$ cat config.mk
export PLATFORM = sky130hd
export DESIGN_NAME = lru_page_replacement_flat
export DESIGN_NICKNAME = d
export VERILOG_FILES = /design/src/hw/rtl/lru_pkg.sv /design/src/hw/rtl/lru_req_if.sv /design/src/hw/rtl/lru_rsp_if.sv /design/src/hw/rtl/lru_ram.sv /design/src/hw/rtl/lru_page_replacement.sv /design/src/flat_wrapper.sv
export VERILOG_INCLUDE_DIRS = /design/src /design/src/hw/rtl
export SDC_FILE = /design/constraint.sdc
export NUM_CORES = 1
export LEC_CHECK = 0
export BUFFER_PORTS_ARGS = -buffer_cell sky130_fd_sc_hd__buf_2
export CAP_MARGIN = 5
export CELL_PAD_IN_SITES_DETAIL_PLACEMENT = 2
export CELL_PAD_IN_SITES_GLOBAL_PLACEMENT = 2
export CORE_ASPECT_RATIO = 0.9
export CORE_UTILIZATION = 40
export CTS_CLUSTER_SIZE = 8
export DETAILED_ROUTE_END_ITERATION = 16
export GPL_ROUTABILITY_DRIVEN = 1
export HOLD_SLACK_MARGIN = 0.03
export PLACE_DENSITY_LB_ADDON = 0.1
export SYNTH_ARGS = -nofsm -noshare
export SYNTH_HDL_FRONTEND = slang
export SYNTH_SLANG_ARGS = --single-unit
$ cat constraint.sdc
create_clock -name clk -period 14.19 [get_ports clk]
set_input_delay 1.419 -clock clk [delete_from_list [all_inputs] [get_ports clk]]
set_output_delay 1.419 -clock clk [all_outputs]
set_load 0.01 [all_outputs]
$ cat src/hw/rtl/lru_page_replacement_defines.svh
// Assertion macros shared by the LRU page replacement RTL.
`ifndef LRU_PAGE_REPLACEMENT_DEFINES_SVH
`define LRU_PAGE_REPLACEMENT_DEFINES_SVH

// Same-cycle implication, checked on clk, masked during rst.
`define LRU_ASSERT_NOW(lbl, ante, cons, msg) \
  lbl: assert property (@(posedge clk) disable iff (rst) (ante) |-> (cons)) else $error(msg);

// Next-cycle implication, checked on clk, masked during rst.
`define LRU_ASSERT_NEXT(lbl, ante, cons, msg) \
  lbl: assert property (@(posedge clk) disable iff (rst) (ante) |=> (cons)) else $error(msg);

`endif

$ cat src/hw/rtl/lru_pkg.sv
// Types and constants for the LRU page replacement block.
package lru_pkg;

  localparam int PAGE_W  = 16;
  localparam int STAMP_W = 32;
  localparam int CNT_W   = 32;
  localparam int SLOT_W  = 4;
  localparam int CFG_W   = 5;
  localparam int PADDR_W = 3;
  localparam int PDATA_W = 32;

  // Register map: index taken from paddr[2]
  localparam logic REG_FRAMES_IN_USE = 1'b0;

  localparam logic [CFG_W-1:0] FRAMES_IN_USE_RST = 5'd16;
  localparam logic [CNT_W-1:0] CNT_MAX           = '1;

  typedef enum logic [1:0] {
    ST_IDLE,
    ST_SCAN,
    ST_FIN
  } lru_state_t;

endpackage

$ cat src/hw/rtl/lru_req_if.sv
// Request channel: one page reference word.
interface lru_req_if;
  logic                       valid;
  logic                       ready;
  logic [lru_pkg::PAGE_W-1:0] page_number;

  modport source (output valid, output page_number, input ready);
  modport sink   (input valid, input page_number, output ready);
endinterface

$ cat src/hw/rtl/lru_rsp_if.sv
// Response channel: one replacement result word.
interface lru_rsp_if;
  logic                       valid;
  logic                       ready;
  logic                       hit;
  logic [lru_pkg::SLOT_W-1:0] frame_slot;
  logic                       evicted;
  logic [lru_pkg::PAGE_W-1:0] evicted_page;
  logic [lru_pkg::CNT_W-1:0]  fault_total;
  logic [lru_pkg::CNT_W-1:0]  hit_total;

  modport source (output valid, output hit, output frame_slot, output evicted,
                  output evicted_page, output fault_total, output hit_total,
                  input ready);
  modport sink   (input valid, input hit, input frame_slot, input evicted,
                  input evicted_page, input fault_total, input hit_total,
                  output ready);
endinterface

$ cat src/hw/rtl/lru_ram.sv
// Generic single-write, single-read RAM with registered read data.
module lru_ram #(
  parameter int WIDTH = 16,
  parameter int DEPTH = 16
) (
  input  logic                                     clk,
  input  logic                                     we,
  input  logic [(DEPTH > 1 ? $clog2(DEPTH) : 1)-1:0] waddr,
  input  logic [WIDTH-1:0]                         wdata,
  input  logic [(DEPTH > 1 ? $clog2(DEPTH) : 1)-1:0] raddr,
  output logic [WIDTH-1:0]                         rdata
);

  logic [WIDTH-1:0] mem [DEPTH];

  // Write port
  always_ff @(posedge clk) begin
    if (we) begin
      mem[waddr] <= wdata;
    end
  end

  // Registered read port
  always_ff @(posedge clk) begin
    rdata <= mem[raddr];
  end

endmodule

$ cat src/hw/rtl/lru_page_replacement.sv
// LRU page replacement: top level with frame scan sequencer and APB register.
// A word is accepted in ST_IDLE, and its n active frames are scanned in ST_SCAN
// (n = frames_in_use clamped to 1..FRAMES; one frame is read and compared per cycle);
// ST_FIN then commits it and loads the output register once that register is free.
// No new word is accepted until the last one has left ST_FIN.
// Reset (rst, synchronous): all frames empty, clock and counts zero,
// frames_in_use = 16; no clearing pass is needed.
`include "lru_page_replacement_defines.svh"

module lru_page_replacement #(
  parameter int FRAMES = 16
) (
  input  logic                        clk,
  input  logic                        rst,
  lru_req_if.sink                     req,
  lru_rsp_if.source                   rsp,
  input  logic                        psel,
  input  logic                        penable,
  input  logic                        pwrite,
  input  logic [lru_pkg::PADDR_W-1:0] paddr,
  input  logic [lru_pkg::PDATA_W-1:0] pwdata,
  output logic [lru_pkg::PDATA_W-1:0] prdata,
  output logic                        pready
);

  localparam int IW = (FRAMES > 1) ? $clog2(FRAMES) : 1;
  localparam int CW = $clog2(FRAMES + 1);

  lru_pkg::lru_state_t state, state_next;

  logic [lru_pkg::CFG_W-1:0]   frames_in_use;
  logic [CW-1:0]               n_act;
  logic [FRAMES-1:0]           slot_valid;
  logic [lru_pkg::STAMP_W-1:0] access_clock;
  logic [lru_pkg::CNT_W-1:0]   fault_count;
  logic [lru_pkg::CNT_W-1:0]   hit_count;

  logic [lru_pkg::PAGE_W-1:0]  req_page;
  logic [CW-1:0]               rd_idx;
  logic [IW-1:0]               cmp_idx;
  logic                        cmp_vld;

  logic                        hit_found;
  logic [IW-1:0]               hit_slot;
  logic                        empty_found;
  logic [IW-1:0]               empty_slot;
  logic                        min_set;
  logic [IW-1:0]               min_slot;
  logic [lru_pkg::STAMP_W-1:0] min_stamp;
  logic [lru_pkg::PAGE_W-1:0]  min_page;

  logic [lru_pkg::PAGE_W-1:0]  rd_page;
  logic [lru_pkg::STAMP_W-1:0] rd_stamp;

  logic                        issue;
  logic                        scan_done;
  logic                        fin_go;
  logic [IW-1:0]               sel_slot;
  logic [31:0]                 sel_slot_w;
  logic                        cmp_valid_bit;
  logic                        cfg_wr;

  logic                        out_valid;
  logic                        out_hit;
  logic [lru_pkg::SLOT_W-1:0]  out_slot;
  logic                        out_evicted;
  logic [lru_pkg::PAGE_W-1:0]  out_evicted_page;
  logic [lru_pkg::CNT_W-1:0]   fault_total_next;
  logic [lru_pkg::CNT_W-1:0]   hit_total_next;

  // Configuration port
  assign pready = 1'b1;
  assign cfg_wr = psel && penable && pwrite;
  assign prdata = (paddr[2] == lru_pkg::REG_FRAMES_IN_USE) ?
                  {{(lru_pkg::PDATA_W-lru_pkg::CFG_W){1'b0}}, frames_in_use} : '0;

  always_ff @(posedge clk) begin
    if (rst) begin
      frames_in_use <= lru_pkg::FRAMES_IN_USE_RST;
    end else if (cfg_wr && paddr[2] == lru_pkg::REG_FRAMES_IN_USE) begin
      frames_in_use <= pwdata[lru_pkg::CFG_W-1:0];
    end
  end

  // Clamp frame count to 1..FRAMES
  always_comb begin
    if (frames_in_use == '0) begin
      n_act = CW'(1);
    end else if (32'(frames_in_use) > 32'(FRAMES)) begin
      n_act = CW'(FRAMES);
    end else begin
      n_act = CW'(frames_in_use);
    end
  end

  // Frame page and stamp stores
  lru_ram #(.WIDTH(lru_pkg::PAGE_W), .DEPTH(FRAMES)) u_page_ram (
    .clk   (clk),
    .we    (state == lru_pkg::ST_FIN && fin_go && !hit_found),
    .waddr (sel_slot),
    .wdata (req_page),
    .raddr (rd_idx[IW-1:0]),
    .rdata (rd_page)
  );

  lru_ram #(.WIDTH(lru_pkg::STAMP_W), .DEPTH(FRAMES)) u_stamp_ram (
    .clk   (clk),
    .we    (state == lru_pkg::ST_FIN && fin_go),
    .waddr (sel_slot),
    .wdata (access_clock + 1'b1),
    .raddr (rd_idx[IW-1:0]),
    .rdata (rd_stamp)
  );

  // Sequencer control
  assign issue     = (state == lru_pkg::ST_SCAN) && (rd_idx < n_act);
  assign scan_done = (state == lru_pkg::ST_SCAN) && (rd_idx == n_act) && !cmp_vld;
  assign fin_go    = !out_valid || rsp.ready;
  assign req.ready = (state == lru_pkg::ST_IDLE);

  always_comb begin
    state_next = state;
    case (state)
      lru_pkg::ST_IDLE: begin
        if (req.valid) begin
          state_next = lru_pkg::ST_SCAN;
        end
      end
      lru_pkg::ST_SCAN: begin
        if (scan_done) begin
          state_next = lru_pkg::ST_FIN;
        end
      end
      lru_pkg::ST_FIN: begin
        if (fin_go) begin
          state_next = lru_pkg::ST_IDLE;
        end
      end
      default: begin
        state_next = lru_pkg::ST_IDLE;
      end
    endcase
  end

  always_ff @(posedge clk) begin
    if (rst) begin
      state <= lru_pkg::ST_IDLE;
    end else begin
      state <= state_next;
    end
  end

  // Advance read index and compare pipeline
  always_ff @(posedge clk) begin
    if (rst) begin
      rd_idx  <= '0;
      cmp_vld <= 1'b0;
    end else begin
      cmp_vld <= issue;
      if (req.valid && req.ready) begin
        rd_idx <= '0;
      end else if (issue) begin
        rd_idx <= rd_idx + 1'b1;
      end
    end
  end

  always_ff @(posedge clk) begin
    if (issue) begin
      cmp_idx <= rd_idx[IW-1:0];
    end
    if (req.valid && req.ready) begin
      req_page <= req.page_number;
    end
  end

  assign cmp_valid_bit = slot_valid[cmp_idx];

  // Shared compare step: match, first empty, least recent stamp
  always_ff @(posedge clk) begin
    if (rst) begin
      hit_found   <= 1'b0;
      empty_found <= 1'b0;
      min_set     <= 1'b0;
    end else if (req.valid && req.ready) begin
      hit_found   <= 1'b0;
      empty_found <= 1'b0;
      min_set     <= 1'b0;
    end else if (cmp_vld) begin
      if (cmp_valid_bit && rd_page == req_page && !hit_found) begin
        hit_found <= 1'b1;
      end
      if (!cmp_valid_bit && !empty_found) begin
        empty_found <= 1'b1;
      end
      if (cmp_valid_bit && (!min_set || rd_stamp < min_stamp)) begin
        min_set <= 1'b1;
      end
    end
  end

  always_ff @(posedge clk) begin
    if (cmp_vld) begin
      if (cmp_valid_bit && rd_page == req_page && !hit_found) begin
        hit_slot <= cmp_idx;
      end
      if (!cmp_valid_bit && !empty_found) begin
        empty_slot <= cmp_idx;
      end
      if (cmp_valid_bit && (!min_set || rd_stamp < min_stamp)) begin
        min_slot  <= cmp_idx;
        min_stamp <= rd_stamp;
        min_page  <= rd_page;
      end
    end
  end

  // Pick the frame for this reference
  always_comb begin
    if (hit_found) begin
      sel_slot = hit_slot;
    end else if (empty_found) begin
      sel_slot = empty_slot;
    end else begin
      sel_slot = min_slot;
    end
  end

  assign sel_slot_w       = 32'(sel_slot);
  assign fault_total_next = (!hit_found && fault_count != lru_pkg::CNT_MAX) ?
                            fault_count + 1'b1 : fault_count;
  assign hit_total_next   = (hit_found && hit_count != lru_pkg::CNT_MAX) ?
                            hit_count + 1'b1 : hit_count;

  // Commit frame state and counters
  always_ff @(posedge clk) begin
    if (rst) begin
      slot_valid   <= '0;
      access_clock <= '0;
      fault_count  <= '0;
      hit_count    <= '0;
    end else if (state == lru_pkg::ST_FIN && fin_go) begin
      access_clock <= access_clock + 1'b1;
      fault_count  <= fault_total_next;
      hit_count    <= hit_total_next;
      if (!hit_found) begin
        slot_valid[sel_slot] <= 1'b1;
      end
    end
  end

  // Output register: hold result word until taken
  always_ff @(posedge clk) begin
    if (rst) begin
      out_valid <= 1'b0;
    end else if (state == lru_pkg::ST_FIN && fin_go) begin
      out_valid <= 1'b1;
    end else if (rsp.ready) begin
      out_valid <= 1'b0;
    end
  end

  always_ff @(posedge clk) begin
    if (state == lru_pkg::ST_FIN && fin_go) begin
      out_hit          <= hit_found;
      out_slot         <= sel_slot_w[lru_pkg::SLOT_W-1:0];
      out_evicted      <= !hit_found && !empty_found;
      out_evicted_page <= (!hit_found && !empty_found) ? min_page : '0;
    end
  end

  assign rsp.valid        = out_valid;
  assign rsp.hit          = out_hit;
  assign rsp.frame_slot   = out_slot;
  assign rsp.evicted      = out_evicted;
  assign rsp.evicted_page = out_evicted_page;
  assign rsp.fault_total  = fault_count;
  assign rsp.hit_total    = hit_count;

  // Checks
  `LRU_ASSERT_NEXT(a_accept_starts_scan, req.valid && req.ready, state == lru_pkg::ST_SCAN, "accepted word did not start a scan")
  `LRU_ASSERT_NEXT(a_fin_loads_output, state == lru_pkg::ST_FIN && fin_go, rsp.valid, "finished word not presented")
  `LRU_ASSERT_NOW(a_evict_needs_miss, out_valid && out_evicted, !out_hit, "eviction reported on a hit")
  `LRU_ASSERT_NEXT(a_counts_monotonic, 1'b1, fault_count >= $past(fault_count) && hit_count >= $past(hit_count), "counter decreased")

endmodule
$ cat src/flat_wrapper.sv
// flat-port wrapper written by rule: the top's interface ports become plain ports
module lru_page_replacement_flat 
#(
  parameter int FRAMES = 16
)
  (clk, rst, psel, penable, pwrite, paddr, pwdata, prdata, pready, req_valid, req_page_number, req_ready, rsp_valid, rsp_hit, rsp_frame_slot, rsp_evicted, rsp_evicted_page, rsp_fault_total, rsp_hit_total, rsp_ready);
  lru_req_if req_i ();
  lru_rsp_if rsp_i ();
  input  logic clk;
  input  logic rst;
  input  logic psel;
  input  logic penable;
  input  logic pwrite;
  input  logic [lru_pkg::PADDR_W-1:0] paddr;
  input  logic [lru_pkg::PDATA_W-1:0] pwdata;
  output logic [lru_pkg::PDATA_W-1:0] prdata;
  output logic pready;
  input wire logic [$bits(req_i.valid)-1:0] req_valid;
  input wire logic [$bits(req_i.page_number)-1:0] req_page_number;
  output wire logic [$bits(req_i.ready)-1:0] req_ready;
  output wire logic [$bits(rsp_i.valid)-1:0] rsp_valid;
  output wire logic [$bits(rsp_i.hit)-1:0] rsp_hit;
  output wire logic [$bits(rsp_i.frame_slot)-1:0] rsp_frame_slot;
  output wire logic [$bits(rsp_i.evicted)-1:0] rsp_evicted;
  output wire logic [$bits(rsp_i.evicted_page)-1:0] rsp_evicted_page;
  output wire logic [$bits(rsp_i.fault_total)-1:0] rsp_fault_total;
  output wire logic [$bits(rsp_i.hit_total)-1:0] rsp_hit_total;
  input wire logic [$bits(rsp_i.ready)-1:0] rsp_ready;
  assign req_i.valid = req_valid;
  assign req_i.page_number = req_page_number;
  assign req_ready = req_i.ready;
  assign rsp_valid = rsp_i.valid;
  assign rsp_hit = rsp_i.hit;
  assign rsp_frame_slot = rsp_i.frame_slot;
  assign rsp_evicted = rsp_i.evicted;
  assign rsp_evicted_page = rsp_i.evicted_page;
  assign rsp_fault_total = rsp_i.fault_total;
  assign rsp_hit_total = rsp_i.hit_total;
  assign rsp_i.ready = rsp_ready;
  lru_page_replacement #(.FRAMES(FRAMES)) u_core (.clk(clk), .rst(rst), .req(req_i), .rsp(rsp_i), .psel(psel), .penable(penable), .pwrite(pwrite), .paddr(paddr), .pwdata(pwdata), .prdata(prdata), .pready(pready));
endmodule
==> results of run 1 <==
[how the worst min path moves through the flow]
stage                                 start                   end  slack, ns  depth (start not counted)
4_1_cts         u_core.u_stamp_ram.rdata[5]   u_core.min_stamp[5]       0.44                          0
3_5_place_dp   u_core.u_stamp_ram.rdata[25]  u_core.min_stamp[25]       0.43                          0
2_1_floorplan   u_core.u_stamp_ram.rdata[0]   u_core.min_stamp[0]       0.40                          0
5_1_grt         u_core.u_stamp_ram.rdata[5]   u_core.min_stamp[5]       0.45                          0
6_report        u_core.u_stamp_ram.rdata[5]   u_core.min_stamp[5]       0.43                          0
3_3_place_gp   u_core.u_stamp_ram.rdata[16]  u_core.min_stamp[16]       0.43                          0
[per-stage QoR]
stage	hold WS (ns)	worst slack, ns
after floorplan	0.3995	8.773
after global placement	0.4285	9.528
after detailed placement	0.4251	9.420
after CTS	0.4386	10.15
after global routing	0.4524	9.922
final	0.4345	10.26
[registers in the layout (all words and copies together) (netlist names), 32 cells and up]
name / count
u_core.u_page_ram.mem: 256
u_core.access_clock: 32
u_core.u_stamp_ram.rdata: 32
u_core.min_stamp: 32
u_core.rsp.hit_total: 32
u_core.u_stamp_ram.mem: 512
u_core.rsp.fault_total: 32
[power breakdown]
group / internal (mW) / switching [mW] / leakage, nW
combinational: 0.0765 / 0.0956 / 3.83
sequential: 3.34 / 0.0351 / 8.82
clock: 1.99 / 1.32 / 2.08
total: 5.41 / 1.45 / 14.7
[synth_stat cells, drive strengths merged (10+ instances only)]
| library cell | number | share of area [%] |
|---|---|---|
| nand4 | 40 | 0.61 |
| buf | 63 | 0.93 |
| nor2 | 108 | 0.99 |
| xnor2 | 49 | 1.0 |
| mux2i | 10 | 0.24 |
| or4 | 29 | 0.54 |
| nand3 | 49 | 0.60 |
| nor3 | 45 | 0.57 |
| and3 | 22 | 0.34 |
| mux2 | 16 | 0.44 |
| clkbuf | 68 | 0.63 |
| ha | 40 | 1.2 |
| nor2b | 24 | 0.37 |
| or3 | 34 | 0.52 |
| inv | 53 | 0.48 |
| and2 | 26 | 0.40 |
| nor4 | 14 | 0.29 |
| mux4 | 245 | 13 |
| and4 | 13 | 0.28 |
| dfxtp | 177 | 8.6 |
| o21ai | 36 | 0.44 |
| edfxtp | 870 | 64 |
| xor2 | 20 | 0.43 |
| a21oi | 89 | 1.1 |
| nand2 | 67 | 0.61 |
| o31ai | 27 | 0.49 |
[final cells by class]
| cell class | count | area share (%) |
|---|---|---|
| flip-flops and latches | 1047 | 61.98 |
| multi-input cells | 1068 | 22.63 |
| clock buffers | 249 | 8.678 |
| well taps | 1356 | 3.542 |
| repair buffers | 183 | 2.283 |
| clock inverters | 14 | 0.4624 |
| inverters | 53 | 0.4154 |
| diodes | 1 | 0.005225 |
[cells by family after synthesis]
group	Yosys count
xor+xnor	69
mux	271
other cells	2
simple gates	485
compound gates	175
buf+inv	184
flops	1047
fa+ha+maj	40
[layer usage]
metal	global-route usage, %	up-vias	share of wire (%)
met1	29.72	11780	46
met4	6.463	0	2.2
met2	33.12	539	47
li1	-	9506	-
met5	0	-	0
met3	3.689	147	4.7
[critical path, cell delays in order]
cell and delay, ns:
buf_2 0.09, nand2b_1 0.15, nand2b_1 0.07, buf_4 0.24
inv_2 0.10, buf_4 0.59, nand3_1 0.68, nor2_4 0.24
buf_4 0.64
==> flow_summary_export.csv, run 1 <==
group,metric,value,unit
global_routing,grt_pass1_vias,24200,
clocking,cts-root-buf,"clkbuf_16",
die,die_x,339.6,um
placement,gp_congestion,0.7403,
detailed_routing,drt_first_pass_iters,5,
placement,portBuffers,121,
clocking,cts.clk_slew.worst_paths,0.05,ns
die,die_h,305.8,um
timing,setup_viol,0,
timing,hold_viol_final,0,
power,leakage,14.73,nW
logic_synthesis,synthDistinctLibCells,52,
layout,final_cell_mix,"edfxtp_1, mux4_2, dfxtp_1, clkbuf_16, buf_2",
setup_path,reg2reg_depth,5,
die,die-area,103900,um2
logic_synthesis,synth_mux_area_share,14.13,%
die,io_pins,179,
detailed_routing,drt_iter0_markers,1551,
layout,fin_area,47890,um2
clocking,numCtsBuffers,149,
placement,placed_cells,3702,
setup_path,startpoint_type,"primary input",
layout,seq_area,29680,um2
detailed_routing,vias,21970,
power,power_density,143.2,nW/um2
timing,tightest_slew,1.282,ns
logic_synthesis,yosys_register_bits,1047,
clocking,htree_levels,4,
job,maxCapViolCount,0,
detailed_routing,avgViaCountPerCell,5.532,
global_routing,grt_use_total,20.97,%
layout,syn2layout_area_growth,16.74,%
worst_hold_path,min_path_type,"flip-flop to flip-flop",
timing,clock.fmax,254.8,MHz
setup_path,crit_path_start,"rsp_ready",
logic_synthesis,synth_edf_count,870,
global_routing,grt_first_pass_wirelength,160300,um
power,vdd_drop_max,0.0001152,V
global_routing,antenna_found_initial,2,
timing,period_share,27.66,%
die,core,101800,um2
setup_path,crit_end,"u_core.u_stamp_ram.mem[4][19]",
clocking,cts.sink_count,1047,
die,rows,111,
layout,multi_input_area,10840,um2
detailed_routing,routed_wl,107100,um
logic_synthesis,syn-instance-count,2273,
logic_synthesis,seq_area_frac_synth,72.31,%
timing,rsz0062_at_grt,"no",
logic_synthesis,ys_async_sr_fraction,0,%
clocking,cts_tree,"done",
detailed_routing,final_antenna_net_count,0,
clocking,cts_max_path_buffers,3,
layout,instances_no_fill,3971,
timing,slew_violations,0,
setup_path,arrival,4.28,ns
layout,fillCellCount,9313,
logic_synthesis,syn-mean-instance-area,18.05,um2
logic_synthesis,yosys.area_share.simple,6.337,%
clocking,post-cts-setup-buffer-count,0,
global_routing,grt_overflow,0,
setup_path,cp.required,14.55,ns
logic_synthesis,synthXorXnorAreaFrac,1.473,%
die,start_util,40.30,%
placement,dp_hpwl,62000,um
logic_synthesis,syn-cell-area,41030,um2
global_routing,grt_start_max_net_pins,132,
logic_synthesis,ys_warn_count,0,
setup_path,r2r_start,"u_core.empty_found",
setup_path,cp-end-kind,"flip-flop",
timing,clock-skew-final,0.02202,ns
setup_path,r2r-end,"u_core.u_stamp_ram.mem[6][22]",
clocking,cts_resized,0,
detailed_routing,routedWlPerCell,26.96,um
logic_synthesis,synth_top_family_by_area,"multiplexers",
layout,final_common_cell,"edfxtp_1",
power,fin_total_pwr,6.856,mW
setup_path,r2r_slack,10.34,ns
layout,nNetsFinal,2600,
timing,setup-tns-final,0,ns
placement,dpl_cell_area,43460,um2
outcome,status,"completed",
setup_path,path_class,"primary input to flip-flop",
setup_path,critPathMaxFanout,41,
layout,drive_gt1_share,25.06,%
timing,fin_crit,3.925,ns
clocking,worstSkewPairLatency,0.74,ns
clocking,hold_buffers,0,
detailed_routing,drc,0,
timing,slew_headroom,13.93,%
logic_synthesis,synth_compound_area_share,2.467,%
logic_synthesis,synth_fa_ha_area_share,1.220,%
layout,final_util,47.05,%
logic_synthesis,ys.flop_type,"edfxtp_1",
(Power assumes the default switching activity.)
==> run 2: changes to the inputs <==
==> constraint.sdc (replaced) <==
create_clock -name clk -period 3.35 [get_ports clk]
set_input_delay 0.335 -clock clk [delete_from_list [all_inputs] [get_ports clk]]
set_output_delay 0.335 -clock clk [all_outputs]
set_load 0.01 [all_outputs]
==> run 2 against run 1 <==
Compared with the run above:
- combinational power grew to 4.8 times the previous value
- sequential cell count stayed put
- cell count is 2.3% higher
- count of clock-buffer cells in the layout is 15 higher
- setup slack worse by 9.7 ns
- non-clock buffer count is 84 higher
- global-route usage is 1.2 points higher
- largest power group unchanged
- highest routed layer unchanged
==> flow_summary_export.csv, run 2 (synthesis gave the netlist of run 1 again) <==
group,metric,value,unit
outcome,status,"completed",
die,io_pins,179,
setup_path,r2r_slack,0.52,ns
timing,tightest_slew,1.389,ns
layout,nNetsFinal,2683,
global_routing,antenna_found_initial,5,
setup_path,slowest_delay,0.54,ns
worst_hold_path,min_path_type,"primary input to flip-flop",
setup_path,critical_path.top_delay_family,"multiplexers",
die,die_x,339.6,um
setup_path,path_class,"flip-flop to flip-flop",
detailed_routing,drt_first_pass_iters,5,
detailed_routing,routedWlPerCell,27.72,um
clocking,htree_levels,4,
setup_path,reg2reg_depth,6,
global_routing,grt_overflow,0,
setup_path,path_cells,"mux4_2, mux4_2, and2_1, o221ai_1, nor3_4, buf_4",
die,core,101800,um2
power,power_density,597.4,nW/um2
clocking,numCtsBuffers,148,
setup_path,crit_top_cell,"mux4_2",
layout,instances_no_fill,4064,
timing,clock.fmax,353.0,MHz
clocking,worstSkewPairLatency,0.74,ns
layout,drive_gt1_share,26.00,%
clocking,cts_resized,0,
placement,gp_congestion,0.7481,
placement,dpl_cell_area,44080,um2
layout,antenna_cells,0,
layout,final_cell_mix,"edfxtp_1, mux4_2, dfxtp_1, clkbuf_16, buf_2",
timing,clock-skew-final,0.02382,ns
placement,placed_cells,3761,
timing,slew_violations,0,
worst_hold_path,hold_depth,3,
clocking,cts.clk_slew.worst_paths,0.05,ns
setup_path,r2r_start,"u_core.cmp_idx[2]",
layout,final_common_cell,"edfxtp_1",
timing,setup-tns-final,0,ns
setup_path,arrival,3.22,ns
timing,period_share,84.57,%
detailed_routing,final_antenna_net_count,0,
die,die-area,103900,um2
job,maxCapViolCount,0,
clocking,cts_tree,"done",
detailed_routing,vias,22340,
setup_path,critPathMaxFanout,24,
timing,setup_viol,0,
global_routing,grt_use_met3,3.702,%
setup_path,r2r-end,"u_core.min_stamp[22]",
setup_path,worst-path-stages,6,
global_routing,grt.met2_usage,36.45,%
setup_path,cp-end-kind,"flip-flop",
setup_path,cp.required,3.74,ns
clocking,cts.sink_count,1047,
die,start_util,40.30,%
global_routing,met1_usage,30.38,%
layout,largest_reg_flops,512,
timing,slew_headroom,6.742,%
power,leakage,15.16,nW
global_routing,grt_use_total,22.13,%
layout,syn2layout_area_growth,18.75,%
detailed_routing,routed_wl,112600,um
timing,whs,0.1872,ns
worst_hold_path,hp-start,"pwrite",
power,vdd_drop_max,0.0004639,V
global_routing,grt_start_max_net_pins,125,
layout,top_register,"u_core.u_stamp_ram.mem",
timing,fin_crit,2.833,ns
die,die_h,305.8,um
timing,hold_viol_final,0,
setup_path,startpoint_type,"flip-flop",
die,rows,111,
global_routing,grt_pass1_vias,24910,
setup_path,worst_path_max_delay_cell,"edfxtp_1",
global_routing,grt_first_pass_wirelength,167800,um
timing,rsz0062_at_grt,"no",
layout,fin_area,48720,um2
clocking,cts_max_path_buffers,3,
layout,top_regs,"u_core.u_stamp_ram.mem: 512 flops, u_core.u_page_ram.mem: 256 flops",
placement,portBuffers,121,
worst_hold_path,holdPathEnd,"u_core.frames_in_use[4]",
placement,dp_hpwl,67750,um
setup_path,crit_buf_inv,1,
detailed_routing,drt_iter0_markers,1578,
global_routing,busiest_layer,"met2",
clocking,post-cts-setup-buffer-count,0,
clocking,cts-root-buf,"clkbuf_16",
detailed_routing,drc,0,
clocking,hold_buffers,28,
detailed_routing,avgViaCountPerCell,5.497,
-- run 2: cell count changes in the layout (fill, tap and decap cells not counted), moves of 2 or more --
cell / change
clkinv_16: -2
clkbuf_1: +15
buf_12: +14
clkinv_8: -2
dlygate4sd3_1: +28
buf_6: -2
buf_4: +44
-- run 2: how the worst max path moves through the flow --
stage / start / end / slack, ns
6_report: u_core.cmp_idx[2] / u_core.min_stamp[22] / 0.52
5_1_grt: u_core.cmp_idx[2] / u_core.min_stamp[22] / 0.33
4_1_cts: u_core.access_clock[10] / u_core.u_stamp_ram.mem[2][24] / 0.36
3_5_place_dp: u_core.access_clock[10] / u_core.u_stamp_ram.mem[2][24] / 0.39
3_3_place_gp: u_core.cmp_idx[2] / u_core.min_stamp[13] / 0.49
2_1_floorplan: u_core.state[0] / u_core.u_stamp_ram.mem[0][0] / -0.30
-- run 2: final cells by class --
type / instances / area [um2]
fill: 9219 / 53080
sequential: 1047 / 29680
multi-input combinational: 1068 / 10830
clock buffer: 264 / 4224
timing repair buffer: 267 / 1962
tap: 1356 / 1697
inverter: 53 / 198.9
clock inverter: 9 / 123.9
-- run 2: worst reg2reg max path: stages, from the launching register on --
cell	delay (ns)
edfxtp_1	0.54
mux4_2	0.40
mux4_2	0.24
and2_1	0.29
o221ai_1	0.36
nor3_4	0.27
buf_4	0.38
-- run 2: power breakdown --
group / switching, mW / total [mW] / internal [mW]
Combinational: 0.443 / 0.823 / 0.380
Clock: 5.54 / 14.0 / 8.48
Sequential: 0.133 / 14.3 / 14.1
-- run 2: per-layer routing --
metal,vias up,routed length [um]
li1,9704,-
met1,11940,50870
met2,531,55130
met3,160,4366
met4,0,2283
met5,-,0
-- run 2: per-stage QoR --
step / power (mW) / setup WS (ns) / util (%)
after floorplan: 15.02 / -0.3003 / -
after global placement: 15.29 / 0.4894 / 43.30
after detailed placement: 15.33 / 0.3938 / 43.30
after CTS: 29.45 / 0.3616 / 47.84
after global routing: 30.02 / 0.3300 / 47.86
final: 29.11 / 0.5168 / 47.86
